<file path="src/rtl/tfrf_pkg.sv">
// shared types, constants and the reset image of the tuner register bank
// no dependencies
`default_nettype none
package tfrf_pkg;

	localparam int REG_COUNT = 16;
	localparam int IDX_W     = $clog2(REG_COUNT);
	localparam int BYTE_W    = 8;
	localparam int PTR_W     = 8;
	localparam int MODE_W    = 3;
	localparam int WR_SLOTS  = 7;
	localparam int SLOT_W    = $clog2(WR_SLOTS);

	typedef logic [BYTE_W-1:0] byte_t;
	typedef logic [PTR_W-1:0]  ptr_t;
	typedef logic [IDX_W-1:0]  idx_t;
	typedef byte_t bank_t [REG_COUNT];

	typedef enum logic [MODE_W-1:0] {
		MODE_START_WR = 3'd0,
		MODE_START_RD = 3'd1,
		MODE_FINISH   = 3'd2,
		MODE_NACK     = 3'd3,
		MODE_WR_BYTE  = 3'd4,
		MODE_RD_BYTE  = 3'd5
	} mode_t;

	// register roles
	localparam idx_t REG_STATUS   = 4'd0;
	localparam idx_t REG_RD_CLR   = 4'd1;
	localparam idx_t REG_FREQ_HI  = 4'd2;
	localparam idx_t REG_FREQ_LO  = 4'd3;
	localparam idx_t REG_CTRL     = 4'd4;
	localparam idx_t REG_TUNED_HI = 4'd6;
	localparam idx_t REG_TUNED_LO = 4'd7;
	localparam idx_t REG_LOCK     = 4'd9;

	localparam byte_t FREQ_HI_MASK = 8'h3F;
	localparam int    POWER_BIT    = 6;
	localparam byte_t LOCK_MASK    = 8'h08;
	localparam byte_t READY_MASK   = 8'h02;

	localparam bank_t BANK_INIT = '{
		8'h00, 8'h00, 8'h80, 8'h00, 8'h08, 8'hD2, 8'h00, 8'h00,
		8'h00, 8'hF0, 8'h00, 8'h00, 8'h40, 8'h2B, 8'h57, 8'h61
	};

	// one decoded bus event handed to the register core
	typedef struct packed {
		logic                fire;
		logic [MODE_W-1:0]   mode;
		byte_t               write_data;
	} step_t;

	// bank register that takes the n-th written byte
	function automatic idx_t slot_target(input logic [SLOT_W-1:0] slot);
		idx_t target;
		case (slot)
			3'd0:    target = 4'd1;
			3'd1:    target = 4'd2;
			3'd2:    target = 4'd3;
			3'd3:    target = 4'd4;
			3'd4:    target = 4'd5;
			3'd5:    target = 4'd10;
			default: target = 4'd11;
		endcase
		return target;
	endfunction

endpackage
`default_nettype wire

</file>
<file path="src/rtl/tfrf_in_if.sv">
// valid/ready channel carrying one bus event
// depends on tfrf_pkg
`default_nettype none
interface tfrf_in_if;
	logic                        valid;
	logic                        ready;
	logic [tfrf_pkg::MODE_W-1:0] mode;
	tfrf_pkg::byte_t             write_data;

	modport source (output valid, output mode, output write_data, input ready);
	modport sink (input valid, input mode, input write_data, output ready);
endinterface
`default_nettype wire

</file>
<file path="src/rtl/tfrf_out_if.sv">
// valid/ready channel carrying one read byte
// depends on tfrf_pkg
`default_nettype none
interface tfrf_out_if;
	logic            valid;
	logic            ready;
	tfrf_pkg::byte_t read_data;

	modport source (output valid, output read_data, input ready);
	modport sink (input valid, input read_data, output ready);
endinterface
`default_nettype wire

</file>
<file path="src/rtl/i2c_fm_tuner_register_file.sv">
// a beat is held in the input register, then passes the core into the result register
// throughput: one bus event per cycle, sustained while the result side takes beats
// the result register parts the two sides, so a new event enters while a result waits
// reset: arst_n clears the pipeline and result valids, both indices and the writing flag,
// and loads the sixteen bank registers with their fixed default contents
// depends on tfrf_pkg, tfrf_in_if, tfrf_out_if and tfrf_core
`default_nettype none
module i2c_fm_tuner_register_file (
	input wire logic  clk,
	input wire logic  arst_n,
	tfrf_in_if.sink   item,
	tfrf_out_if.source result
);

	// input register: holds one bus event until the core consumes it
	logic                        valid_s1;
	logic [tfrf_pkg::MODE_W-1:0] mode_s1;
	tfrf_pkg::byte_t             data_s1;

	// result register
	logic            res_valid_q;
	tfrf_pkg::byte_t res_data_q;

	tfrf_pkg::step_t step;
	tfrf_pkg::byte_t core_rd;
	logic            advance;
	logic            take_in;

	// stage 1 moves on when the result slot is empty or being drained this cycle
	assign advance    = valid_s1 && (!res_valid_q || result.ready);
	assign item.ready = !valid_s1 || advance;
	assign take_in    = item.valid && item.ready;

	always_ff @(posedge clk or negedge arst_n) begin
		if (!arst_n) begin
			valid_s1 <= 1'b0;
		end else if (take_in) begin
			valid_s1 <= 1'b1;
		end else if (advance) begin
			valid_s1 <= 1'b0;
		end
	end

	// event payload needs no reset
	always_ff @(posedge clk) begin
		if (take_in) begin
			mode_s1 <= item.mode;
			data_s1 <= item.write_data;
		end
	end

	// the core updates its state exactly once per event, in order
	always_comb begin
		step.fire       = advance;
		step.mode       = mode_s1;
		step.write_data = data_s1;
	end

	tfrf_core u_core (
		.clk     (clk),
		.arst_n  (arst_n),
		.step    (step),
		.rd_byte (core_rd)
	);

	always_ff @(posedge clk or negedge arst_n) begin
		if (!arst_n) begin
			res_valid_q <= 1'b0;
		end else if (advance) begin
			res_valid_q <= 1'b1;
		end else if (result.ready) begin
			res_valid_q <= 1'b0;
		end
	end

	always_ff @(posedge clk) begin
		if (advance)
			res_data_q <= core_rd;
	end

	assign result.valid     = res_valid_q;
	assign result.read_data = res_data_q;

endmodule
`default_nettype wire

</file>
<file path="src/rtl/tfrf_core.sv">
// register bank, read/write indices and writing flag with their update logic
// depends on tfrf_pkg
`default_nettype none
module tfrf_core (
	input  wire logic            clk,
	input  wire logic            arst_n,
	input  wire tfrf_pkg::step_t step,
	output tfrf_pkg::byte_t      rd_byte
);

	tfrf_pkg::bank_t bank_q, bank_d;
	tfrf_pkg::ptr_t  rd_ptr_q, rd_ptr_d;
	tfrf_pkg::ptr_t  wr_ptr_q, wr_ptr_d;
	logic            wr_active_q, wr_active_d;

	always_comb begin
		bank_d      = bank_q;
		rd_ptr_d    = rd_ptr_q;
		wr_ptr_d    = wr_ptr_q;
		wr_active_d = wr_active_q;
		rd_byte     = '0;
		unique case (step.mode)
			tfrf_pkg::MODE_START_WR: begin
				wr_ptr_d    = '0;
				wr_active_d = 1'b1;
			end
			tfrf_pkg::MODE_START_RD: begin
				rd_ptr_d    = '0;
				wr_active_d = 1'b0;
			end
			tfrf_pkg::MODE_FINISH: begin
				if (wr_active_q && wr_ptr_q > 8'd1) begin
					if (bank_q[tfrf_pkg::REG_CTRL][tfrf_pkg::POWER_BIT]) begin
						bank_d[tfrf_pkg::REG_TUNED_HI] =
							bank_q[tfrf_pkg::REG_FREQ_HI] & tfrf_pkg::FREQ_HI_MASK;
						bank_d[tfrf_pkg::REG_TUNED_LO] = bank_q[tfrf_pkg::REG_FREQ_LO];
						bank_d[tfrf_pkg::REG_LOCK] =
							bank_q[tfrf_pkg::REG_LOCK] | tfrf_pkg::LOCK_MASK;
						bank_d[tfrf_pkg::REG_STATUS] =
							bank_q[tfrf_pkg::REG_STATUS] | tfrf_pkg::READY_MASK;
					end else begin
						bank_d[tfrf_pkg::REG_LOCK] =
							bank_q[tfrf_pkg::REG_LOCK] & ~tfrf_pkg::LOCK_MASK;
						bank_d[tfrf_pkg::REG_STATUS] =
							bank_q[tfrf_pkg::REG_STATUS] & ~tfrf_pkg::READY_MASK;
					end
				end
				wr_active_d = 1'b0;
			end
			tfrf_pkg::MODE_NACK: begin
				wr_active_d = 1'b0;
			end
			tfrf_pkg::MODE_WR_BYTE: begin
				if (wr_ptr_q < tfrf_pkg::PTR_W'(tfrf_pkg::WR_SLOTS))
					bank_d[tfrf_pkg::slot_target(wr_ptr_q[tfrf_pkg::SLOT_W-1:0])] =
						step.write_data;
				wr_ptr_d = wr_ptr_q + 8'd1;
			end
			tfrf_pkg::MODE_RD_BYTE: begin
				if (rd_ptr_q < tfrf_pkg::PTR_W'(tfrf_pkg::REG_COUNT))
					rd_byte = bank_q[rd_ptr_q[tfrf_pkg::IDX_W-1:0]];
				rd_ptr_d = rd_ptr_q + 8'd1;
				// clear on read for the two status bytes
				if (rd_ptr_q == 8'd0)
					bank_d[tfrf_pkg::REG_STATUS] = '0;
				else if (rd_ptr_q == 8'd1)
					bank_d[tfrf_pkg::REG_RD_CLR] = '0;
			end
			default: begin
			end
		endcase
	end

	always_ff @(posedge clk or negedge arst_n) begin
		if (!arst_n) begin
			bank_q      <= tfrf_pkg::BANK_INIT;
			rd_ptr_q    <= '0;
			wr_ptr_q    <= '0;
			wr_active_q <= 1'b0;
		end else if (step.fire) begin
			bank_q      <= bank_d;
			rd_ptr_q    <= rd_ptr_d;
			wr_ptr_q    <= wr_ptr_d;
			wr_active_q <= wr_active_d;
		end
	end

endmodule
`default_nettype wire

</file>
<file path="src/flat_wrapper.sv">
// flat-port wrapper written by rule: the top's interface ports become plain ports
module i2c_fm_tuner_register_file_flat 
  (clk, arst_n, item_valid, item_mode, item_write_data, item_ready, result_valid, result_read_data, result_ready);
  tfrf_in_if item_i ();
  tfrf_out_if result_i ();
  input wire logic clk;
  input wire logic arst_n;
  input wire logic [$bits(item_i.valid)-1:0] item_valid;
  input wire logic [$bits(item_i.mode)-1:0] item_mode;
  input wire logic [$bits(item_i.write_data)-1:0] item_write_data;
  output wire logic [$bits(item_i.ready)-1:0] item_ready;
  output wire logic [$bits(result_i.valid)-1:0] result_valid;
  output wire logic [$bits(result_i.read_data)-1:0] result_read_data;
  input wire logic [$bits(result_i.ready)-1:0] result_ready;
  assign item_i.valid = item_valid;
  assign item_i.mode = item_mode;
  assign item_i.write_data = item_write_data;
  assign item_ready = item_i.ready;
  assign result_valid = result_i.valid;
  assign result_read_data = result_i.read_data;
  assign result_i.ready = result_ready;
  i2c_fm_tuner_register_file u_core (.clk(clk), .arst_n(arst_n), .item(item_i), .result(result_i));
endmodule
</file>
<file path="config.mk">
export PLATFORM = sky130hd
export DESIGN_NAME = i2c_fm_tuner_register_file_flat
export DESIGN_NICKNAME = d
export VERILOG_FILES = /design/src/rtl/tfrf_pkg.sv /design/src/rtl/tfrf_in_if.sv /design/src/rtl/tfrf_out_if.sv /design/src/rtl/i2c_fm_tuner_register_file.sv /design/src/rtl/tfrf_core.sv /design/src/flat_wrapper.sv
export SDC_FILE = /design/constraint.sdc
export NUM_CORES = 1
export LEC_CHECK = 0
export BUFFER_PORTS_ARGS = -buffer_cell sky130_fd_sc_hd__buf_4
export CORE_AREA = 2 2 122 124
export DETAILED_ROUTE_END_ITERATION = 8
export DIE_AREA = 0 0 124 126
export PLACE_DENSITY_LB_ADDON = 0.25
export RECOVER_POWER = 100
export SLEW_MARGIN = 15
export SYNTH_ARGS = -nofsm -noshare
export SYNTH_HDL_FRONTEND = slang
export SYNTH_SLANG_ARGS = --single-unit
</file>
<file path="constraint.sdc">
create_clock -name clk -period 6.7 [get_ports clk]
set_clock_uncertainty 0.1 [all_clocks]
set_input_delay 0.335 -clock clk [delete_from_list [all_inputs] [get_ports clk]]
set_output_delay 0.335 -clock clk [all_outputs]
set_load 0.005 [all_outputs]
</file>
Word level (Yosys, flattened, before mapping)
Cells that the tools add are included.
{"block": "totals", "ff_bits": 166, "in_bits": 15, "output_inout_bits": 10, "word_cells": 115}
{"block": "op_classes", "addsub": 2, "n_lt_le_gt_ge": 6, "eq_ne": 17, "n_mux": 30, "bitwise": 3, "n_reduce_logical": 31}
{"operator": "$bwmux W128", "n": 1}
{"operator": "$mux W128", "n": 1}
{"operator": "$pmux W8 S2", "n": 4}
{"operator": "$mux W8", "n": 6}
{"operator": "$bmux W8 S4", "n": 1}
{"operator": "$demux W8 S4", "n": 1}
{"operator": "$mux W16", "n": 2}
{"operator": "$pmux W16 S2", "n": 1}
{"operator": "$pmux W4 S6", "n": 1}
{"operator": "$pmux W8 S3", "n": 1}
{"operator": "$reduce_and A5 Y1", "n": 4}
{"operator": "$add A8 B1 Y8 const B", "n": 2}
{"operator": "$mux W4", "n": 4}
{"operator": "$reduce_bool A2 Y1", "n": 7}
{"operator": "$eq A3 B2 Y1 const B", "n": 4}
{"operator": "$eq A3 B3 Y1 const B", "n": 4}
{"operator": "$ne A2 B2 Y1 const B", "n": 6}
{"operator": "$ge A5 B5 Y1 const B", "n": 2}
{"operator": "$not A4 Y5", "n": 2}
{"operator": "$eq A8 B1 Y1 const B", "n": 1}
{"operator": "$gt A8 B1 Y1 const B", "n": 1}
{"operator": "$logic_not A8 Y1", "n": 1}
{"operator": "$lt A8 B3 Y1 const B", "n": 1}
{"operator": "$lt A8 B5 Y1 const B", "n": 1}
{"operator": "other kinds (15)", "n": 30}

Longest topological paths before layout
{"block": "depth", "ltp_word": 12, "mapped_depth": 9, "depth_no_buf": 7}

Hierarchy
From an unflattened synthesis, not the netlist that was laid out.
{"block": "hier_totals", "cells_unflattened": 566, "hier_area_um2": 7752.4}
{"module": "tfrf_core", "instances": 1, "cells_per_inst": 539, "area_per_inst_um2": 7078.0}
{"module": "i2c_fm_tuner_register_file", "instances": 1, "cells_per_inst": 27, "area_per_inst_um2": 674.4}

Worst setup path before layout
Ideal clock, no wire load.
{"block": "synth_path", "path_kind": "register to register", "from": "register u_core.u_core.rd_ptr_q[0]", "to": "register u_core.res_data_q[7], in the netlist u_core.result.read_data[7] (data pin)", "setup_time_ns": 0.264, "arrival_ns": 2.413, "required_ns": 6.336, "path_slack_ns": 3.923, "path_stages_with_launch": 6, "path_buffers": 2, "period_less_slack_ns": 2.777, "path_cell_list": "dfrtp_1 clkbuf_1 buf_1 mux4_2 mux4_2 nor2b_1"}
{"block": "synth_via", "elab_chain_len": 4, "elab_cells_between_ends": 6, "cone_classes": "order compare (1); mux (3); bitwise (1); reduce/logical (1)"}
{"element": "start, declared", "line": "tfrf_core.sv:12", "source": "tfrf_pkg::ptr_t rd_ptr_q, rd_ptr_d;"}
{"element": "start signal, assigned", "line": "tfrf_core.sv:82", "source": "rd_ptr_q <= rd_ptr_d;"}
{"element": "$not A4 Y5 (implied by the code)", "line": "tfrf_core.sv:61", "source": "rd_byte = bank_q[rd_ptr_q[tfrf_pkg::IDX_W-1:0]];"}
{"element": "$bmux W8 S4", "line": "tfrf_core.sv:61"}
{"element": "$mux W8 (implied by the code) (2 in a row)", "line": "tfrf_core.sv:61"}
{"element": "end signal, assigned", "line": "i2c_fm_tuner_register_file.sv:78", "source": "res_data_q <= core_rd;"}
{"element": "end, declared", "line": "i2c_fm_tuner_register_file.sv:22", "source": "tfrf_pkg::byte_t res_data_q;"}
Parallel ways exist; a longest one is shown, timed or not. The select of a mux whose other input is x is not followed.
A chain may end at the register's enable or synchronous reset.

Worst setup path in the final report
{"block": "layout_path", "from": "register u_core.mode_s1[2] (netlist name)", "to": "register u_core.u_core.bank_q[33] (netlist name)"}
{"block": "layout_via", "elab_chain_len": 2}
{"element": "start, declared", "line": "i2c_fm_tuner_register_file.sv:17", "source": "logic [tfrf_pkg::MODE_W-1:0] mode_s1;"}
{"element": "start signal, assigned", "line": "i2c_fm_tuner_register_file.sv:47", "source": "mode_s1 <= item.mode;"}
{"element": "$eq A3 B3 Y1", "line": "tfrf_core.sv:22", "source": "unique case (step.mode)"}
{"element": "$reduce_and A3 Y1 (no line)"}
{"element": "end signal, assigned", "line": "tfrf_core.sv:76", "source": "bank_q <= tfrf_pkg::BANK_INIT;"}
{"element": "end signal, assigned", "line": "tfrf_core.sv:81", "source": "bank_q <= bank_d;"}
{"element": "end, declared", "line": "tfrf_core.sv:11", "source": "tfrf_pkg::bank_t bank_q, bank_d;"}
Every way passes these cells.

==> impl_metrics.yaml <==
outcome:
  status: "finished with violations"
  violations: "max-capacitance violations, max-slew violations"
critical_path:
  critPathKind: "register to register"
  cp-end-kind: "register"
  cp_data_required_time_ns: 6.91
  worstPathCellList: "nor3b_1 > nand3_1 > or2_0 > nor4b_1 > mux2_2"
  crit_fanout: 19
  worstPathArrival_ns: 4.96
  slowest_stage: "nor4b_1"
  worst_setup_path_start_kind: "register"
  crit_family: "simple AND/OR/NAND/NOR gates"
  r2r_setup_slack_ns: 1.95
  critical_path_buf_inv_count: 0
  crit_path_max_incr_delay_ns: 1.90
grt:
  antenna_found_initial: 0
  grt_pass1_wl_um: 25800
  gr-total-overflow: 0
  grt_max_degree: 91
  grt_pass1_vias: 4753
  track_usage_pct: 22.4
floorplan:
  ios: 25
  die_h_um: 126
  dieArea_um2: 15600
  rows: 44
  start_util_pct: 53.9
  core_um2: 14300
  die_x_um: 124
synth:
  synth-seq-cells: 166
  synth_nets: 566
  yosys_most_used_dff: "dfrtp_1"
  syn_inst: 543
  synth_edf_count: 19
  synthesis.area_um2: 7720
  syn_avg_cell_area_um2: 14.2
  ys_warn_count: 0
  synthArstFlopShare_pct: 88.6
  yosysUniqueCellTypes: 59
  ys_seq_area_share_pct: 55.4
pwr:
  switching_power_uw: 760
  p_int_uw: 1910
  swShare_pct: 28.4
  peakVddDrop_mv: 0.206
  seqPwrFrac_pct: 47.1
  clkPwrFrac_pct: 35.4
  power_frac_comb_pct: 17.5
  leakagePower_uw: 0.00363
  powerDensity_nw_per_um2: 317
clock_tree:
  cts_made_buffers: 17
  postCtsResizedCells: 0
  clockRootBuffer: "clkbuf_16"
  cts.sinks: 166
  cts_max_level: 4
  cts_post_setup_buffers_inserted: 0
  cts_tree: "built"
  clk_pin_slew_worst_paths_ns: 0.07
  clock_latency_ns: 0.44
  cts_max_path_buffers: 2
  postCtsHoldBufs: 13
detailed_routing:
  wire_per_inst_um: 21.9
  drt-vias-per-instance: 6.14
  vias: 4473
  drt_iter0_drc: 258
  drt_first_pass_iters: 6
  drc: 0
  ant_nets: 0
  drt_wl_total_um: 15900
job:
  maxCapViolations: 5
sta:
  period_needed_ns: 4.75
  relSlewSlack_pct: -105
  rsz0062_at_grt: "no"
  slew_violations: 124
  tns_ns: 0
  min_period_over_period_pct: 70.9
  max_freq_ghz: 0.210
  worst-slew-pin-transition_ns: 3.07
  setup_viol: 0
  hold_viol: 0
cells_and_area:
  nFillCells: 1106
  final_area_um2: 8440
  syn_to_final_growth_pct: 9.30
  drive_gt1_share_pct: 37.1
  nNetsFinal: 554
  antennaDiodeCount: 0
placement:
  routabilityCongestion: 0.929
  port_buffers: 24
  placed_area_um2: 7790
  hpwl_um: 10600
hold_path:
  hold_path.class: "input port to register"
tightest hold or removal path: cells and delay by family:
kind	cells	cell delay, ns
and+or+nand+nor	2	0.19
buffers and inverters	1	0.08
path summary, 6_finish.rpt:
kind | from | to | depth (start not counted)
max | u_core.mode_s1[2] | u_core.u_core.bank_q[33] | 5
min | result_ready | u_core.result.valid | 3
max reg2reg | u_core.mode_s1[2] | u_core.u_core.bank_q[33] | 5
min reg2reg | u_core.u_core.bank_q[52] | u_core.u_core.bank_q[52] | 0
max in group asynchronous | arst_n | u_core.u_core.bank_q[29] | 3
min in group asynchronous | arst_n | u_core.u_core.wr_ptr_q[4] | 2
kinds of logic (layout without fill, tap and decap cells):
kind of cell               count (synthesis)  in the layout  synth area share [%]
buffers and inverters                     81             82                  5.17
AOI/OAI and AO/OA                         72             72                  7.42
muxes                                    111            111                  22.1
xor gates and xnor gates                   2              2                 0.227
and+or+nand+nor                          103            103                  8.38
DFF                                      166            166                  55.4
adders and majority gates                  8              8                  1.30
cell usage in the layout, fill, tap and decap left out, types with 4 or more instances in the layout:
| master | count |
|---|---|
| a22o_1 | 27 |
| o21ai_0 | 17 |
| and2_1 | 6 |
| nor4_1 | 6 |
| dfrtp_1 | 123 |
| edfxtp_1 | 19 |
| ha_1 | 8 |
| nor2b_1 | 9 |
| clkbuf_4 | 22 |
| mux2_1 | 4 |
| mux4_2 | 40 |
| a21oi_1 | 4 |
| dfstp_2 | 18 |
| o31ai_1 | 5 |
| inv_1 | 9 |
| dlygate4sd3_1 | 13 |
| nor3_1 | 10 |
| mux2_2 | 67 |
| clkbuf_16 | 17 |
| nand3_1 | 12 |
| nand2b_1 | 5 |
| a22o_2 | 8 |
| clkinvlp_4 | 5 |
| nand2_1 | 16 |
| nor2_1 | 12 |
| dfstp_1 | 5 |
synth_stat cells (all sizes together) (5+ instances only):
cell type,instances,area share [%]
o31ai,5,0.49
ha,8,1.3
edfxtp,19,7.4
dfrtp,124,40
mux4,40,12
nor2b,9,0.73
nor4,6,0.88
and2,9,0.76
a22o,35,4.1
buf,15,1.5
dfstp,23,7.8
nor3,10,0.78
inv,10,0.49
nand2b,5,0.41
nand2,16,0.78
nor2,12,0.58
clkbuf,54,2.9
mux2,71,10
nand3,12,0.78
o21ai,17,1.1
stage by stage:
step	setup WS (ns)	utilization, %	total power (uW)	std cells	hold slack (ns)
2_1_floorplan	3.92	-	1600	543	-0.0606
3_3_place_gp	3.28	54.5	1730	683	0.256
3_5_place_dp	3.21	54.5	1750	683	0.257
4_1_cts	3.16	59.4	2700	728	0.0963
5_1_grt	1.56	58.9	2800	728	0.105
6_report	1.95	58.9	2670	728	0.103
final cells by class:
type                            count  area [um2]  area share (%)
Inverter                           10        37.5           0.445
Sequential cell                   166        4280            50.7
Clock inverter                     14         149            1.76
Multi-Input combinational cell    296        2980            35.4
Timing Repair Buffer               40         329            3.90
Tap cell                          184         230            2.73
Clock buffer                       18         429            5.09
state kept, by name, summed over array words and instances, names as in the netlist:
| name | count |
|---|---|
| u_core.u_core.bank_q | 128 |
| u_core.data_s1 | 8 |
| u_core.result.read_data | 8 |
| u_core.u_core.rd_ptr_q | 8 |
| u_core.u_core.wr_ptr_q | 8 |
| u_core.mode_s1 | 3 |
| u_core.result.valid | 1 |
| u_core.u_core.wr_active_q | 1 |
| u_core.valid_s1 | 1 |
per-layer routing:
| metal | GRT usage [%] | wire length, um | vias up |
|---|---|---|---|
| li1 | - | - | 1967 |
| met1 | 29.5 | 6640 | 2322 |
| met2 | 35.2 | 8000 | 144 |
| met3 | 4.94 | 688 | 40 |
| met4 | 11.0 | 624 | 0 |
| met5 | 0 | 0 | - |
power groups by stage:
stage               Sequential [uW]  Clock (uW)  Combinational (uW)
floorplan                      1230           0                 373
global placement               1270           0                 461
detailed placement             1280           0                 472
CTS                            1260         962                 481
global route                   1280        1010                 511
finish                         1260         947                 467
Power figures use the tool's default switching activity.
